[src/design/assert_macros.svh]
// Assertion macros for the RTL
`ifndef ASSERT_MACROS_SVH
`define ASSERT_MACROS_SVH

`ifndef SYNTHESIS
`define ASSERT_SAME(label, clk, rst, ante, cons) \
   label: assert property (@(posedge clk) disable iff (rst) (ante) |-> (cons)) \
      else $error("assertion failed");
`define ASSERT_NEXT(label, clk, rst, ante, cons) \
   label: assert property (@(posedge clk) disable iff (rst) (ante) |=> (cons)) \
      else $error("assertion failed");
`else
`define ASSERT_SAME(label, clk, rst, ante, cons)
`define ASSERT_NEXT(label, clk, rst, ante, cons)
`endif

`endif

[src/design/rhhi_pkg.sv]
`default_nettype none

package rhhi_pkg;

   localparam int unsigned HASH_W        = 32;
   localparam int unsigned HANDLE_W      = 32;
   localparam int unsigned DIST_W        = 8;
   localparam int unsigned CFG_W         = 11;
   localparam int unsigned HOME_W        = 10;
   localparam int unsigned MIN_SLOTS     = 8;
   localparam int unsigned RESET_SLOTS   = 8;
   localparam int unsigned DEF_MAX_SLOTS = 1024;
   localparam int unsigned DEF_MAX_PROBE = 255;

   localparam int unsigned DIGIT_W    = 4;
   localparam int unsigned DIV_STEPS  = HASH_W / DIGIT_W;
   localparam int unsigned DIV_CNT_W  = $clog2(DIV_STEPS);

   localparam logic STATUS_OK       = 1'b0;
   localparam logic STATUS_OVERFLOW = 1'b1;

   typedef struct packed {
      logic busy;
      logic done;
   } rhhi_div_stat_type;

endpackage

`default_nettype wire

[src/design/rhhi_mod_unit.sv]
`default_nettype none

module rhhi_mod_unit #(
   parameter int unsigned MAX_SLOTS = rhhi_pkg::DEF_MAX_SLOTS,
   localparam int unsigned IDX_W = $clog2(MAX_SLOTS),
   localparam int unsigned CNT_W = $clog2(MAX_SLOTS + 1)
) (
   input  logic                            clock,
   input  logic                            reset,
   input  logic                            start,
   input  logic [rhhi_pkg::HASH_W-1:0]     dividend,
   input  logic [CNT_W-1:0]                divisor,
   output rhhi_pkg::rhhi_div_stat_type     stat,
   output logic [IDX_W-1:0]                remainder
);
   import rhhi_pkg::*;

   localparam int unsigned WW = IDX_W + 1;

   logic [HASH_W-1:0]    src_ff, src_in;
   logic [CNT_W-1:0]     div_ff, div_in;
   logic [IDX_W-1:0]     rem_ff, rem_in;
   logic [DIV_CNT_W-1:0] cnt_ff, cnt_in;
   logic                 busy_ff, busy_in;
   logic                 done_ff, done_in;

   logic [WW-1:0]        trial;
   logic [IDX_W-1:0]     acc;

   // one digit of the hash per cycle, restoring remainder bit by bit
   always_comb begin
      acc = rem_ff;
      trial = '0;
      for (int i = 0; i < int'(DIGIT_W); i++) begin
         trial = {acc, src_ff[HASH_W-1-i]};
         if (trial >= WW'(div_ff)) begin
            trial = trial - WW'(div_ff);
         end
         acc = trial[IDX_W-1:0];
      end
   end

   always_comb begin
      src_in  = src_ff;
      div_in  = div_ff;
      rem_in  = rem_ff;
      cnt_in  = cnt_ff;
      busy_in = busy_ff;
      done_in = done_ff;
      if (start) begin
         src_in  = dividend;
         div_in  = divisor;
         rem_in  = '0;
         cnt_in  = '0;
         busy_in = 1'b1;
         done_in = 1'b0;
      end else if (busy_ff) begin
         rem_in = acc;
         src_in = src_ff << DIGIT_W;
         cnt_in = cnt_ff + DIV_CNT_W'(1);
         if (cnt_ff == DIV_CNT_W'(DIV_STEPS - 1)) begin
            busy_in = 1'b0;
            done_in = 1'b1;
         end
      end
   end

   always_ff @(posedge clock) begin
      if (reset) begin
         busy_ff <= 1'b0;
         done_ff <= 1'b0;
         cnt_ff  <= '0;
      end else begin
         busy_ff <= busy_in;
         done_ff <= done_in;
         cnt_ff  <= cnt_in;
      end
   end

   always_ff @(posedge clock) begin
      src_ff <= src_in;
      div_ff <= div_in;
      rem_ff <= rem_in;
   end

   assign stat.busy = busy_ff;
   assign stat.done = done_ff;
   assign remainder = rem_ff;

endmodule

`default_nettype wire

[config.mk]
export PLATFORM = sky130hd
export DESIGN_NAME = rhhi_mod_unit
export DESIGN_NICKNAME = d
export VERILOG_FILES = /design/src/design/assert_macros.svh /design/src/design/rhhi_pkg.sv /design/src/design/rhhi_mod_unit.sv
export SDC_FILE = /design/constraint.sdc
export NUM_CORES = 1
export LEC_CHECK = 0
export ABC_AREA = 1
export BUFFER_PORTS_ARGS = -buffer_cell sky130_fd_sc_hd__buf_4
export CORE_AREA = 3 3 83 144
export CTS_CLUSTER_DIAMETER = 100
export DETAILED_ROUTE_END_ITERATION = 10
export DIE_AREA = 0 0 86 147
export PLACE_DENSITY = 0.68
export SYNTH_ARGS = -nofsm -noshare
export SYNTH_HDL_FRONTEND = slang
export SYNTH_SLANG_ARGS = --single-unit
[constraint.sdc]
create_clock -name clock -period 7.58 [get_ports clock]
set_input_delay 2.274 -clock clock [delete_from_list [all_inputs] [get_ports clock]]
set_output_delay 2.274 -clock clock [all_outputs]
set_load 0.05 [all_outputs]
==> results.ini <==
[grt]
grt-ovfl-total=0
grt_pass1_vias=4477
grt_max_degree=48
grt_usage=0.217
antenna_found_initial=0
grt_pass1_wl_um=21200

[finish]
stdcell_area_um2=5720
layout_commonest_cell=nand2_1
num_antenna_cells=0
drive_gt1_frac=0.160
layoutNonFillerInstCount=847
layout.cells.most_common_list=nand2_1 (246), inv_1 (77), buf_4 (60)
nets=808
area_growth_syn_to_layout_pct=17.0

[floorplan]
fp.dieH_um=147
die_width_um=86
rows=50
die_area_um2=12600
ios=58
start_util=0.452
fp.coreArea_um2=10800

[cts]
cts_num_sinks=58
cts_buffers=9
post-cts-setup-buffers=0
htreeDepth=3
clockRootBuffer=clkbuf_16
ctsResizeCount=0
clk_pin_slew_ps=50
cts_tree=built
postCtsHoldBufs=0
clock_latency_ps=330
clk_path_buf_depth=2

[detailed_routing]
drc=0
vias_per_cell=5.22
dr.pass1.iters=6
drt_iter0_drc=240
antenna_left=0
wl_um=13200
num_vias=4421
wl_per_cell_um=15.6

[timing]
period_needed_ps=6820
fin_crit_sh=0.900
slew_headroom=0.454
setup_violations=0
setup_slack_ps=756
fmax_mhz=147
rsz0062_at_grt=false
fin_worst_skew_ps=4.11
tns_ps=0
worst_slew_pin_slew_ps=819
final-max-slew-violation-count=0
hold_violations=0

[place]
port_buffers=57
gp_congestion=1.02
place_inst=831
dpl-instance-area_um2=5410
preCtsSetupSlack_ps=871
dp_hpwl_um=10900

[critical_path]
worst_ep_arrival_time_ps=7040
cpMaxStageDelayCell=edfxtp_1
crit_fanout=12
slowest_delay_ps=480
crit_top_cell=nand2_1
required_ps=7800
endpoint_kind=flip-flop
worstSetupPathType=flip-flop to flip-flop
start_kind=flip-flop

[yosys]
synth_nets=751
netlist_area_um2=4890
ys_seq_area_frac=0.325
synth-edff-count=43
async_reset_ff_frac=0
ys_dominant_reg_cell=edfxtp_1
syn_avg_cell_area_um2=7.47
yosys_warnings=0
ys_ff_latch=58
synth.distinct_cells=43
syn_inst=655

[run]
maxCapViolCount=0

[run_status]
status=finished, final reports clean

[power_and_ir_drop]
cellLeakagePower_nw=3.12
power_density_nw_per_um2=439
peakVddDrop_mv=0.195

[worst_hold_path]
hold_class=flip-flop to flip-flop

[sequential cells by signal (all words and copies together), names as in the netlist]
name       count
done_ff        1
busy_ff        1
div_ff        11
remainder     10
src_ff        32
cnt_ff         3
[per-stage QoR]
step | power, mW | utilization | hold slack (ps)
6_report | 2.51 | 0.529 | 467
5_1_grt | 2.71 | 0.529 | 493
4_1_cts | 2.50 | 0.529 | 471
3_5_place_dp | 2.09 | 0.500 | 461
3_3_place_gp | 2.08 | 0.500 | 455
2_1_floorplan | 1.69 | - | 442
[layout make-up]
class	instances	area [um2]
clock buffer	13	292
clock inverter	3	18.8
fill	1063	5100
inverter	79	299
multi-input combinational	504	2910
sequential	58	1590
tap	130	163
timing repair buffer	60	450
[per-layer routing]
| layer | vias up | wire (um) | global-route usage | part of all wire |
|---|---|---|---|---|
| met5 | - | 0 | 0 | 0 |
| met4 | 0 | 948 | 0.160 | 0.072 |
| met3 | 49 | 541 | 0.0342 | 0.041 |
| met2 | 157 | 7120 | 0.399 | 0.54 |
| met1 | 1976 | 4590 | 0.209 | 0.35 |
| li1 | 2239 | - | - | - |
[cell usage after synthesis, drive strengths merged (5+ instances only)]
library cell | n | area (um2)
nand2 | 260 | 1070
inv | 79 | 299
nand3 | 61 | 375
ha | 46 | 576
edfxtp | 43 | 1290
nor2 | 33 | 145
a21oi | 25 | 129
o21ai | 16 | 80.1
dfxtp | 15 | 300
xor2 | 15 | 131
xnor2 | 10 | 87.6
clkbuf | 9 | 43.8
or2 | 6 | 37.5
a31oi | 5 | 31.3
buf | 5 | 47.5
[worst paths after layout]
path	from	endpoint	slack, ps	cells after the start
worst min register to register	cnt_ff[1]$_SDFFE_PP0P_	cnt_ff[1]$_SDFFE_PP0P_	470	2
worst max-delay path	div_ff[1]$_DFFE_PP_	remainder[3]$_SDFFE_PP0P_	760	37
worst max register to register	div_ff[1]$_DFFE_PP_	remainder[3]$_SDFFE_PP0P_	760	37
worst min-delay path	cnt_ff[1]$_SDFFE_PP0P_	cnt_ff[1]$_SDFFE_PP0P_	470	2
[power breakdown]
part           internal (mW)  switching [mW]  leakage, nW  total (mW)
clock network          0.267           0.136        0.157       0.403
registers              0.383          0.0272        0.561       0.411
logic                  0.601            1.10         2.40        1.70
[cell families after synthesis]
family                     count (synthesis)  share of synthesized area
and+or+nand+nor                          373                      0.351
xor gates and xnor gates                  25                     0.0448
adders and majority gates                 50                      0.134
AOI/OAI and AO/OA                         56                     0.0647
buffers and inverters                     93                     0.0798
DFF                                       58                      0.325
[critical path: cells and delay by family (launching register included)]
family | cells | cell delay, ps
buffers and inverters | 6 | 1050
adders and majority gates | 4 | 1260
AOI/OAI and AO/OA | 4 | 810
and+or+nand+nor | 23 | 3080
DFF | 1 | 480
No activity file was read; power rests on OpenSTA's default activity.
